[src/sv/psdl_pkg.sv]
package psdl_pkg;

  // store geometry
  localparam int CAPACITY = 64;
  localparam int SLOT_W   = (CAPACITY > 1) ? $clog2(CAPACITY) : 1;
  localparam int COUNT_W  = $clog2(CAPACITY + 1);
  localparam int LINK_W   = 7;
  localparam int N_COORD  = 8;
  localparam int COORD_W  = 16;

  localparam logic [LINK_W-1:0] NULL_LINK = {LINK_W{1'b1}};

  localparam logic CMD_INSERT  = 1'b0;
  localparam logic CMD_DRAIN   = 1'b1;
  localparam logic KIND_QUAD   = 1'b0;
  localparam logic KIND_SHADOW = 1'b1;

  typedef enum logic [1:0] {
    ST_ACCEPTED = 2'd0,
    ST_DROPPED  = 2'd1,
    ST_DRAINED  = 2'd2,
    ST_EMPTY    = 2'd3
  } status_t;

  typedef logic [N_COORD-1:0][COORD_W-1:0] coords_t;

  typedef struct packed {
    logic        command;
    logic        kind;
    logic [31:0] priority_req;
    logic [31:0] payload;
    coords_t     coord;
  } item_t;

  typedef struct packed {
    logic        kind;
    logic [31:0] payload;
    coords_t     coord;
  } entry_t;

  typedef struct packed {
    status_t     status;
    logic        kind;
    logic [31:0] payload;
    coords_t     coord;
    logic        last;
  } result_t;

  // controller to datapath
  typedef struct packed {
    logic    take;
    logic    store;
    logic    head_only;
    logic    walk_start;
    logic    walk_step;
    logic    walk_hit;
    logic    walk_tail;
    logic    fix;
    logic    drn_start;
    logic    emit;
    logic    result;
    logic    clear;
    logic    set_code;
    status_t code;
  } dp_cmd_t;

  // datapath to controller
  typedef struct packed {
    logic is_drain;
    logic full;
    logic empty_list;
    logic gt;
    logic link_null;
    logic last;
    logic out_free;
  } dp_stat_t;

endpackage

[src/sv/psdl_ctrl.sv]
module psdl_ctrl
  import psdl_pkg::*;
(
  input  logic     clk,
  input  logic     rst,
  input  logic     in_valid,
  output logic     in_ready,
  input  dp_stat_t stat,
  output dp_cmd_t  cmd
);

  typedef enum logic [5:0] {
    S_IDLE   = 6'b000001,
    S_DECODE = 6'b000010,
    S_WALK   = 6'b000100,
    S_FIX    = 6'b001000,
    S_RESULT = 6'b010000,
    S_EMIT   = 6'b100000
  } state_t;

  state_t state;
  state_t state_next;

  always_ff @(posedge clk) begin
    if (rst) begin
      state <= S_IDLE;
    end else begin
      state <= state_next;
    end
  end

  always_comb begin
    cmd        = '0;
    cmd.code   = ST_ACCEPTED;
    in_ready   = 1'b0;
    state_next = state;
    case (state)
      S_IDLE: begin
        // no transfer while reset is held
        in_ready = !rst;
        if (in_valid && !rst) begin
          cmd.take   = 1'b1;
          state_next = S_DECODE;
        end
      end
      S_DECODE: begin
        if (stat.is_drain) begin
          if (stat.empty_list) begin
            cmd.set_code = 1'b1;
            cmd.code     = ST_EMPTY;
            cmd.clear    = 1'b1;
            state_next   = S_RESULT;
          end else begin
            cmd.drn_start = 1'b1;
            state_next    = S_EMIT;
          end
        end else if (stat.full) begin
          cmd.set_code = 1'b1;
          cmd.code     = ST_DROPPED;
          state_next   = S_RESULT;
        end else begin
          cmd.store    = 1'b1;
          cmd.set_code = 1'b1;
          cmd.code     = ST_ACCEPTED;
          if (stat.empty_list) begin
            cmd.head_only = 1'b1;
            state_next    = S_RESULT;
          end else begin
            cmd.walk_start = 1'b1;
            state_next     = S_WALK;
          end
        end
      end
      S_WALK: begin
        if (stat.gt) begin
          cmd.walk_hit = 1'b1;
          state_next   = S_FIX;
        end else if (stat.link_null) begin
          cmd.walk_tail = 1'b1;
          state_next    = S_FIX;
        end else begin
          cmd.walk_step = 1'b1;
        end
      end
      S_FIX: begin
        cmd.fix    = 1'b1;
        state_next = S_RESULT;
      end
      S_RESULT: begin
        if (stat.out_free) begin
          cmd.result = 1'b1;
          state_next = S_IDLE;
        end
      end
      S_EMIT: begin
        if (stat.out_free) begin
          cmd.emit = 1'b1;
          if (stat.last) begin
            cmd.clear  = 1'b1;
            state_next = S_IDLE;
          end
        end
      end
      default: begin
        state_next = S_IDLE;
      end
    endcase
  end

endmodule

[config.mk]
export PLATFORM = sky130hd
export DESIGN_NAME = psdl_ctrl
export DESIGN_NICKNAME = d
export VERILOG_FILES = /design/src/sv/psdl_pkg.sv /design/src/sv/psdl_ctrl.sv
export SDC_FILE = /design/constraint.sdc
export NUM_CORES = 1
export LEC_CHECK = 0
export ABC_CLOCK_PERIOD_IN_PS = 2050
export BUFFER_PORTS_ARGS = -buffer_cell sky130_fd_sc_hd__buf_2
export CAP_MARGIN = 20
export CELL_PAD_IN_SITES_DETAIL_PLACEMENT = 2
export CELL_PAD_IN_SITES_GLOBAL_PLACEMENT = 2
export CORE_MARGIN = 1.5
export CORE_UTILIZATION = 25
export DETAILED_ROUTE_END_ITERATION = 10
export PLACE_DENSITY = 0.8
export SLEW_MARGIN = 20
export SYNTH_ARGS = -nofsm -noshare
export SYNTH_HDL_FRONTEND = slang
export SYNTH_SLANG_ARGS = --single-unit
[constraint.sdc]
create_clock -name clk -period 2.05 [get_ports clk]
set_input_delay 0.1025 -clock clk [delete_from_list [all_inputs] [get_ports clk]]
set_output_delay 0.1025 -clock clk [all_outputs]
set_load 0.1 [all_outputs]
==> flow_summary_export.csv, run 1 <==
group,metric,value,unit
run_status,status,"completed",
power_and_ir_drop,power.density,446.3,nW/um^2
cells_and_area,fillers,245,
timing,timing.fmax,0.5170,GHz
placed_design,post-dp-hpwl,1422,um
yosys,synth_cell_types,35,
floorplanning,dieArea,2504,sq um
yosys,syn_nets,82,
cts,clk_path_buf_depth,2,
floorplanning,start_util,0.2735,
cts,h-tree-depth,1,
cells_and_area,drive_gt1_frac,0.4421,
timing,timing.final.crit_period,1.934,ns
timing,setup_viol,0,
critical_path,crit_slowest_cell,"buf_2",
floorplanning,fp.dieW,50.04,um
detailed_routing,via_per_inst,5.098,
job,drv_cap,0,
timing,worst_pin_slew,0.4945,ns
detailed_routing,first_pass_iters,2,
critical_path,critPathRequiredTime,1.95,ns
cts,clk_pin_slew_worst_paths,0.05,ns
critical_path,crit_type,"reg2out",
cells_and_area,area_growth,41.63,%
timing,finalMaxSlewViolations,0,
timing,period_share,0.9436,
grt,grt_usage,0.1597,
detailed_routing,num_vias,622,
placed_design,dpl_cell_area,733.2,sq um
power_and_ir_drop,max-vdd-ir-drop,0.3153,mV
cells_and_area,largest_register,"state",
cts,cts_buffers,3,
timing,relSlewSlack,0.6726,
cells_and_area,utilization,0.3874,
yosys,synthCells,72,
detailed_routing,dr.first_iter.drc_count,3,
placed_design,gp_congestion,0.7569,
floorplanning,rows,16,
critical_path,end_kind,"output port",
cts,cts_tree,"yes",
cts,clock-sinks,6,
grt,grt_overflow_total,0,
detailed_routing,wirelength,1857,um
detailed_routing,wl_per_cell,15.22,um
detailed_routing,drc,0,
critical_path,crit_path_max_incr_delay,0.42,ns
power_and_ir_drop,fin_total_pwr,0.3496,mW
floorplanning,die_h,50.04,um
floorplanning,core,2022,sq um
yosys,syn_avg_cell_area,7.681,sq um
timing,hold_viol,0,
cells_and_area,fin_area,783.3,sq um
cts,clock_latency,0.25,ns
placed_design,post-place-ws,0.2316,ns
critical_path,critPathMaxFanout,8,
timing,clock_skew,0.001880,ns
timing,tns,0,ns
yosys,synth-seq-area-share,0.2172,
cts,clockRootBuffer,"clkbuf_4",
grt,grt_pass1_wl,3022,um
detailed_routing,detail-route-antenna-nets,0,
grt,grt_max_degree,10,
critical_path,crit_chain,"nor4_2, buf_4, and4b_1, buf_2",
grt,grt_pass1_vias,646,
critical_path,crit_arrival,1.83,ns
floorplanning,io_pins,26,
critical_path,startpoint_type,"register",
power_and_ir_drop,leakage,0.3715,nW
placed_design,port-buffer-count,25,
cells_and_area,top_regs,"state (6)",
timing,rsz0062_at_grt,"false",
yosys,ys_ff_latch,6,
cells_and_area,diodes,0,
grt,antenna_found_initial,0,
timing,timing.final.ws_setup,0.1156,ns
yosys,yosysWarningCount,0,
cells_and_area,nets,107,
worst_hold_path,hp-class,"in2reg",
cts,cts_hold_buf,0,
yosys,synth_area,553.0,sq um
cells_and_area,largest_reg_flops,6,
[per-layer routing]
layer	track usage	vias up	routed length (um)
li1	-	304	-
met1	0.1850	297	813
met2	0.2873	21	944
met3	0.05758	0	100
met4	0.01389	0	0
met5	0	-	0
[cell usage after synthesis]
cell type / count / area share
nor2_1: 9 / 0.061
nand3_1: 4 / 0.036
nand4_1: 1 / 0.011
a22oi_1: 1 / 0.014
and3_1: 1 / 0.011
nor3_2: 1 / 0.018
o21ai_1: 1 / 0.0090
nor3_1: 4 / 0.036
nand3b_1: 1 / 0.014
inv_1: 4 / 0.027
nand2_1: 2 / 0.014
and3b_1: 1 / 0.016
buf_1: 1 / 0.0068
a21oi_1: 3 / 0.027
nand4b_1: 1 / 0.016
o211ai_1: 1 / 0.014
dfxtp_1: 6 / 0.22
buf_2: 2 / 0.018
o2111ai_1: 1 / 0.016
buf_6: 1 / 0.020
o21ai_0: 1 / 0.0090
and4_1: 1 / 0.016
nor3b_1: 5 / 0.068
xor2_1: 2 / 0.032
nor4_4: 1 / 0.038
nand2b_1: 1 / 0.011
clkbuf_1: 1 / 0.0068
a31o_1: 1 / 0.016
buf_4: 2 / 0.027
nor4_1: 1 / 0.011
nand2_2: 1 / 0.011
a2bb2o_4: 1 / 0.036
and4b_1: 2 / 0.036
nor2b_1: 5 / 0.057
nor4_2: 1 / 0.023
[through the flow]
stage,hold slack (ns),std cells
after CTS,0.1370,121
after global placement,0.3927,118
final,0.1410,122
after detailed placement,0.4015,118
after global routing,0.1400,122
after floorplan,0.2691,72
[final timing paths]
check,startpoint,endpoint,slack (ns),depth (start not counted)
worst max-delay path,state[5],cmd[4],0.12,4
worst min-delay path,in_valid,state[1],0.14,2
worst max register to register,state[5],state[0],0.69,4
worst min register to register,state[0],state[1],0.71,2
[layout make-up]
class	instances	area [sq um]	share of cell area
multi-input combinational	55	404.1	0.5160
timing repair buffer	27	187.7	0.2396
clock buffer	3	22.52	0.02875
sequential	6	120.1	0.1534
inverter	4	15.01	0.01917
tap	27	33.78	0.04313
[repair_timing]
action,CTS,global route
pin swaps,0,1
gates cloned,0,0
setup buffers,0,1
hold endpoints to repair,0,0
gates resized for setup,3,5
endpoints found under the setup margin,3,8
[critical path: cells and delay by family (launching register included)]
kind                   cells  cell delay (ns)
DFF                        1             0.41
and+or+nand+nor            2             0.57
buffers and inverters      2             0.60
[layout by cell type (no fill, tap or decap), types with 2 or more instances in the layout]
master / instances
buf_4: 5
nor3_2: 2
nor3b_1: 3
xor2_1: 2
nand2_1: 2
and4b_1: 2
inv_1: 4
nor2b_1: 4
nor3_1: 3
nand3_1: 4
buf_2: 16
nor2_1: 7
dfxtp_1: 6
a21oi_1: 3
nor2_2: 2
buf_12: 2
clkbuf_4: 7
[cell families after synthesis]
family,count (synthesis),synth area share
flip-flops,6,0.2172
buffers and inverters,11,0.1063
AO/OA/AOI/OAI,10,0.1403
AND/OR/NAND/NOR,43,0.5046
XOR/XNOR,2,0.03168
[power breakdown]
part	total (mW)	internal, mW	leakage, nW	switching (mW)
Sequential	0.129	0.120	0.0488	0.00848
Combinational	0.107	0.0348	0.309	0.0718
Clock	0.114	0.0666	0.0138	0.0477
Power figures use the tool's default switching activity.
==> run 2: changes to the inputs <==
--- a/config.mk
+++ b/config.mk
@@ -5,15 +5,15 @@
 export SDC_FILE = /design/constraint.sdc
 export NUM_CORES = 1
 export LEC_CHECK = 0
-export ABC_CLOCK_PERIOD_IN_PS = 2050
+export ABC_CLOCK_PERIOD_IN_PS = 1750
 export BUFFER_PORTS_ARGS = -buffer_cell sky130_fd_sc_hd__buf_2
 export CAP_MARGIN = 20
 export CELL_PAD_IN_SITES_DETAIL_PLACEMENT = 2
 export CELL_PAD_IN_SITES_GLOBAL_PLACEMENT = 2
 export CORE_MARGIN = 1.5
-export CORE_UTILIZATION = 25
+export CORE_UTILIZATION = 21
 export DETAILED_ROUTE_END_ITERATION = 10
-export PLACE_DENSITY = 0.8
+export PLACE_DENSITY = 0.72
 export SLEW_MARGIN = 20
 export SYNTH_ARGS = -nofsm -noshare
 export SYNTH_HDL_FRONTEND = slang
==> constraint.sdc (replaced) <==
create_clock -name clk -period 1.75 [get_ports clk]
set_input_delay 0.0875 -clock clk [delete_from_list [all_inputs] [get_ports clk]]
set_output_delay 0.0875 -clock clk [all_outputs]
set_load 0.05 [all_outputs]
==> flow_summary_export.csv, run 2 (same netlist as run 1, synthesis figures left out) <==
group,metric,value,unit
cts,clock-sinks,6,
job,drv_cap,0,
detailed_routing,first_pass_iters,3,
grt,grt_pass1_wl,3098,um
cts,clk_pin_slew_worst_paths,0.04,ns
power_and_ir_drop,max-vdd-ir-drop,0.3510,mV
critical_path,critPathRequiredTime,1.66,ns
power_and_ir_drop,fin_total_pwr,0.3961,mW
timing,period_share,0.9451,
cells_and_area,drive_gt1_frac,0.4902,
floorplanning,start_util,0.2232,
timing,timing.final.ws_setup,0.09613,ns
critical_path,startpoint_type,"register",
timing,timing.final.crit_period,1.654,ns
placed_design,port-buffer-count,25,
critical_path,r2r_start,"state[3]",
cells_and_area,top_regs,"state (6)",
floorplanning,core,2477,sq um
cts,clock_latency,0.25,ns
grt,antenna_found_initial,0,
cts,cts_buffers,3,
floorplanning,dieArea,2950,sq um
placed_design,gp_congestion,0.7309,
detailed_routing,detail-route-antenna-nets,0,
floorplanning,rows,18,
floorplanning,fp.dieW,54.32,um
cells_and_area,diodes,0,
placed_design,post-dp-hpwl,1564,um
timing,setup_viol,0,
placed_design,post-place-ws,0.1539,ns
cells_and_area,largest_reg_flops,6,
worst_hold_path,min_from,"rst",
cells_and_area,fillers,316,
floorplanning,die_h,54.32,um
timing,timing.fmax,0.6046,GHz
cells_and_area,fin_area,824.5,sq um
cells_and_area,layoutNonFillerInstCount,132,
timing,worst_pin_slew,0.3091,ns
timing,rsz0062_at_grt,"true",
critical_path,crit_path_max_incr_delay,0.33,ns
detailed_routing,dr.first_iter.drc_count,3,
cts,cts_tree,"yes",
placed_design,dpl_cell_area,740.7,sq um
power_and_ir_drop,power.density,480.4,nW/um^2
detailed_routing,wl_per_cell,15.36,um
grt,grt_pass1_vias,679,
critical_path,end_kind,"output port",
timing,holdWs,0.1231,ns
cells_and_area,area_growth,49.10,%
cells_and_area,most-common-layout-cells,"18 x buf_2, 10 x buf_4, 9 x nor2_1",
cts,h-tree-depth,1,
cells_and_area,nets,114,
run_status,status,"completed",
critical_path,crit_path_frequent_cell,"buf_6",
cts,clk_path_buf_depth,2,
grt,grt_usage,0.1515,
worst_hold_path,hp-class,"in2reg",
critical_path,crit_slowest_cell,"dfxtp_2",
critical_path,crit_type,"reg2out",
detailed_routing,wirelength,2027,um
grt,grt_overflow_total,0,
power_and_ir_drop,leakage,0.4068,nW
critical_path,critPathMaxFanout,8,
timing,clock_skew,0.007497,ns
timing,hold_viol,0,
critical_path,crit_chain,"buf_6, nor4_4, nand3b_1, nor3b_2, buf_6",
placed_design,dp.cells,127,
timing,finalMaxSlewViolations,0,
critical_path,crit_arrival,1.57,ns
critical_path,startpoint,"state[3]",
cts,clockRootBuffer,"clkbuf_4",
detailed_routing,via_per_inst,4.917,
timing,relSlewSlack,0.7924,
detailed_routing,num_vias,649,
grt,grt_max_degree,9,
cts,cts_hold_buf,0,
cells_and_area,final_common_cell,"buf_2",
detailed_routing,drc,0,
floorplanning,io_pins,26,
cells_and_area,largest_register,"state",
==> run 2: area by class of cell <==
type	instances	area (sq um)	share of cell area
tap	30	37.54	0.04552
clock buffer	3	22.52	0.02731
timing repair buffer	34	221.5	0.2686
multi-input combinational	55	404.1	0.4901
inverter	4	15.01	0.01821
sequential	6	123.9	0.1502
==> run 2: final timing paths <==
path | endpoint | slack, ns | cells after the start
hold reg to reg | state[5] | 0.67 | 3
setup / recovery | cmd[14] | 0.1 | 5
hold / removal | state[5] | 0.12 | 2
setup reg to reg | state[0] | 0.48 | 4
==> run 2: metrics by stage <==
step / TNS (ns) / utilization
6_report: 0 / 0.3328
5_1_grt: -0.02890 / 0.3328
4_1_cts: 0 / 0.3152
3_5_place_dp: 0 / 0.2990
3_3_place_gp: 0 / 0.2990
2_1_floorplan: -0.009247 / -
==> run 2: metal layers <==
metal  routed length (um)  GRT usage
met4                   19    0.06250
met2                 1107     0.2952
met3                  108    0.03552
met5                    0          0
met1                  791     0.1508
==> run 2: timing repair <==
action / CTS / global route
buffers inserted: 2 / 0
gates resized for setup: 1 / 17
setup endpoints to repair: 6 / 9
pin swaps: 1 / 5
==> run 2: critical path: cells and delay by family (launching register included) <==
family                 cells  cell delay, ns
buffers and inverters      2            0.32
DFF                        1            0.33
and+or+nand+nor            3            0.68
==> run 2: power breakdown <==
part / switching (mW) / internal, mW / total (mW) / leakage, nW
clock network: 0.0526 / 0.0778 / 0.130 / 0.0138
registers: 0.00574 / 0.141 / 0.147 / 0.0502
logic: 0.0709 / 0.0479 / 0.119 / 0.343
==> run 3: changes to the inputs <==
--- a/config.mk
+++ b/config.mk
@@ -14,6 +14,7 @@
 export CORE_UTILIZATION = 21
 export DETAILED_ROUTE_END_ITERATION = 10
 export PLACE_DENSITY = 0.72
+export REMOVE_ABC_BUFFERS = 1
 export SLEW_MARGIN = 20
 export SYNTH_ARGS = -nofsm -noshare
 export SYNTH_HDL_FRONTEND = slang
==> flow_summary_export.csv, run 3 (same netlist as run 1, synthesis figures left out) <==
group,metric,value,unit
cts,cts_buffers,3,
timing,hold_viol,0,
placed_design,dpl_cell_area,716.9,sq um
timing,timing.fmax,0.5854,GHz
critical_path,endpoint,"cmd[14]",
cts,clockRootBuffer,"clkbuf_4",
cts,clk_path_buf_depth,2,
critical_path,critPathMaxFanout,7,
floorplanning,core,2477,sq um
grt,grt_usage,0.1508,
critical_path,critPathRequiredTime,1.66,ns
critical_path,startpoint,"state[2]",
timing,holdWs,0.1177,ns
detailed_routing,wl_per_cell,14.47,um
cells_and_area,utilization,0.3263,
timing,relSlewSlack,0.8326,
floorplanning,rows,18,
power_and_ir_drop,net-switching-power,0.1284,mW
power_and_ir_drop,leakage,0.4067,nW
critical_path,end_kind,"output port",
placed_design,post-place-ws,0.1949,ns
cells_and_area,final_common_cell,"buf_2",
timing,setup_viol,0,
critical_path,crit_type,"reg2out",
timing,finalMaxSlewViolations,0,
power_and_ir_drop,clockPowerShare,0.333,
cts,clock-sinks,6,
placed_design,post-dp-hpwl,1447,um
cells_and_area,fin_area,808.3,sq um
detailed_routing,num_vias,649,
critical_path,critPathTopFamily,"simple AND/OR/NAND/NOR gates",
critical_path,r2r_start,"state[0]",
critical_path,cp.buffers_inverters,2,
cts,clock_latency,0.24,ns
grt,grt_pass1_wl,3167,um
power_and_ir_drop,fin_total_pwr,0.3980,mW
critical_path,crit_path_frequent_cell,"buf_4",
detailed_routing,first_pass_iters,2,
cts,cts_tree,"yes",
floorplanning,dieArea,2950,sq um
power_and_ir_drop,p_comb_frac,0.300,
floorplanning,start_util,0.2232,
critical_path,rrSetupSlack,0.45,ns
critical_path,startpoint_type,"register",
grt,grt_max_degree,9,
cells_and_area,nets,115,
cells_and_area,drive_gt1_frac,0.4660,
floorplanning,die_h,54.32,um
detailed_routing,detail-route-antenna-nets,0,
grt,grt_overflow_total,0,
cts,h-tree-depth,1,
cells_and_area,layoutNonFillerInstCount,133,
cells_and_area,most-common-layout-cells,"19 x buf_2, 13 x buf_4, 7 x nor2_1",
floorplanning,io_pins,26,
power_and_ir_drop,max-vdd-ir-drop,0.3409,mV
critical_path,rr_endpoint,"state[0]",
timing,clock_skew,0.0008462,ns
critical_path,crit_chain,"buf_4, nor4_4, nand3b_1, nor3b_1, buf_4",
critical_path,cp.depth,5,
power_and_ir_drop,pwr-share-seq,0.367,
power_and_ir_drop,swShare,0.3226,
timing,timing.final.crit_period,1.708,ns
power_and_ir_drop,power.density,492.4,nW/um^2
timing,timing.final.ws_setup,0.04166,ns
timing,worst_pin_slew,0.2506,ns
placed_design,port-buffer-count,25,
grt,antenna_found_initial,0,
critical_path,worst_r2r_path_depth,5,
placed_design,gp_congestion,0.6705,
cells_and_area,top_regs,"state (6)",
worst_hold_path,hold_depth,2,
cells_and_area,diodes,0,
detailed_routing,drc,0,
cells_and_area,largest_register,"state",
job,drv_cap,0,
detailed_routing,dr.first_iter.drc_count,3,
detailed_routing,via_per_inst,4.880,
critical_path,crit_arrival,1.62,ns
worst_hold_path,hp-class,"in2reg",
floorplanning,fp.dieW,54.32,um
cells_and_area,area_growth,46.15,%
placed_design,dp.cells,126,
detailed_routing,wirelength,1925,um
timing,period_share,0.9762,
power_and_ir_drop,internal_power,0.2696,mW
critical_path,crit_slowest_cell,"dfxtp_1",
timing,tns,0,ns
cts,clk_pin_slew_worst_paths,0.05,ns
run_status,status,"completed",
grt,grt_pass1_vias,685,
critical_path,crit_path_max_incr_delay,0.33,ns
cells_and_area,largest_reg_flops,6,
run 3: routing by layer:
metal / global-route usage / up-vias / wire [um]
met1: 0.1618 / 306 / 781
met4: 0.05000 / 0 / 27
met3: 0.03552 / 2 / 99
met2: 0.2851 / 22 / 1016
met5: 0 / - / 0
li1: - / 319 / -
run 3: worst reg2reg max path: stages (launching register included):
cell,delay [ns]
dfxtp_1,0.34
nor4_4,0.28
buf_4,0.19
buf_4,0.11
a22oi_1,0.07
a31o_1,0.22
run 3: what timing repair did:
action	CTS	global route
hold buffers	0	0
resized for setup	2	14
setup buffers	2	2
pin swaps	1	1
endpoints found under the setup margin	4	9
run 3: cell type report:
class                      count  area (sq um)
sequential                     6         121.4
multi-input combinational     55         392.9
tap                           30         37.54
timing repair buffer          35         219.0
fill                         311          1669
clock buffer                   3         22.52
inverter                       4         15.01
run 3: power by group through the flow:
| stage | clock network, mW | logic [mW] | registers, mW |
|---|---|---|---|
| after detailed placement | 0 | 0.102 | 0.148 |
| after floorplan | 0 | 0.0565 | 0.150 |
| after global routing | 0.145 | 0.131 | 0.146 |
| after global placement | 0 | 0.0983 | 0.148 |
| final | 0.133 | 0.119 | 0.146 |
| after CTS | 0.140 | 0.110 | 0.145 |
run 3: how the worst min path moves through the flow:
stage | end | startpoint
finish | state[5] | rst
global route | state[1] | in_valid
CTS | state[1] | in_valid
detailed placement | state[1] | in_valid
global placement | state[1] | in_valid
floorplan | state[2] | rst
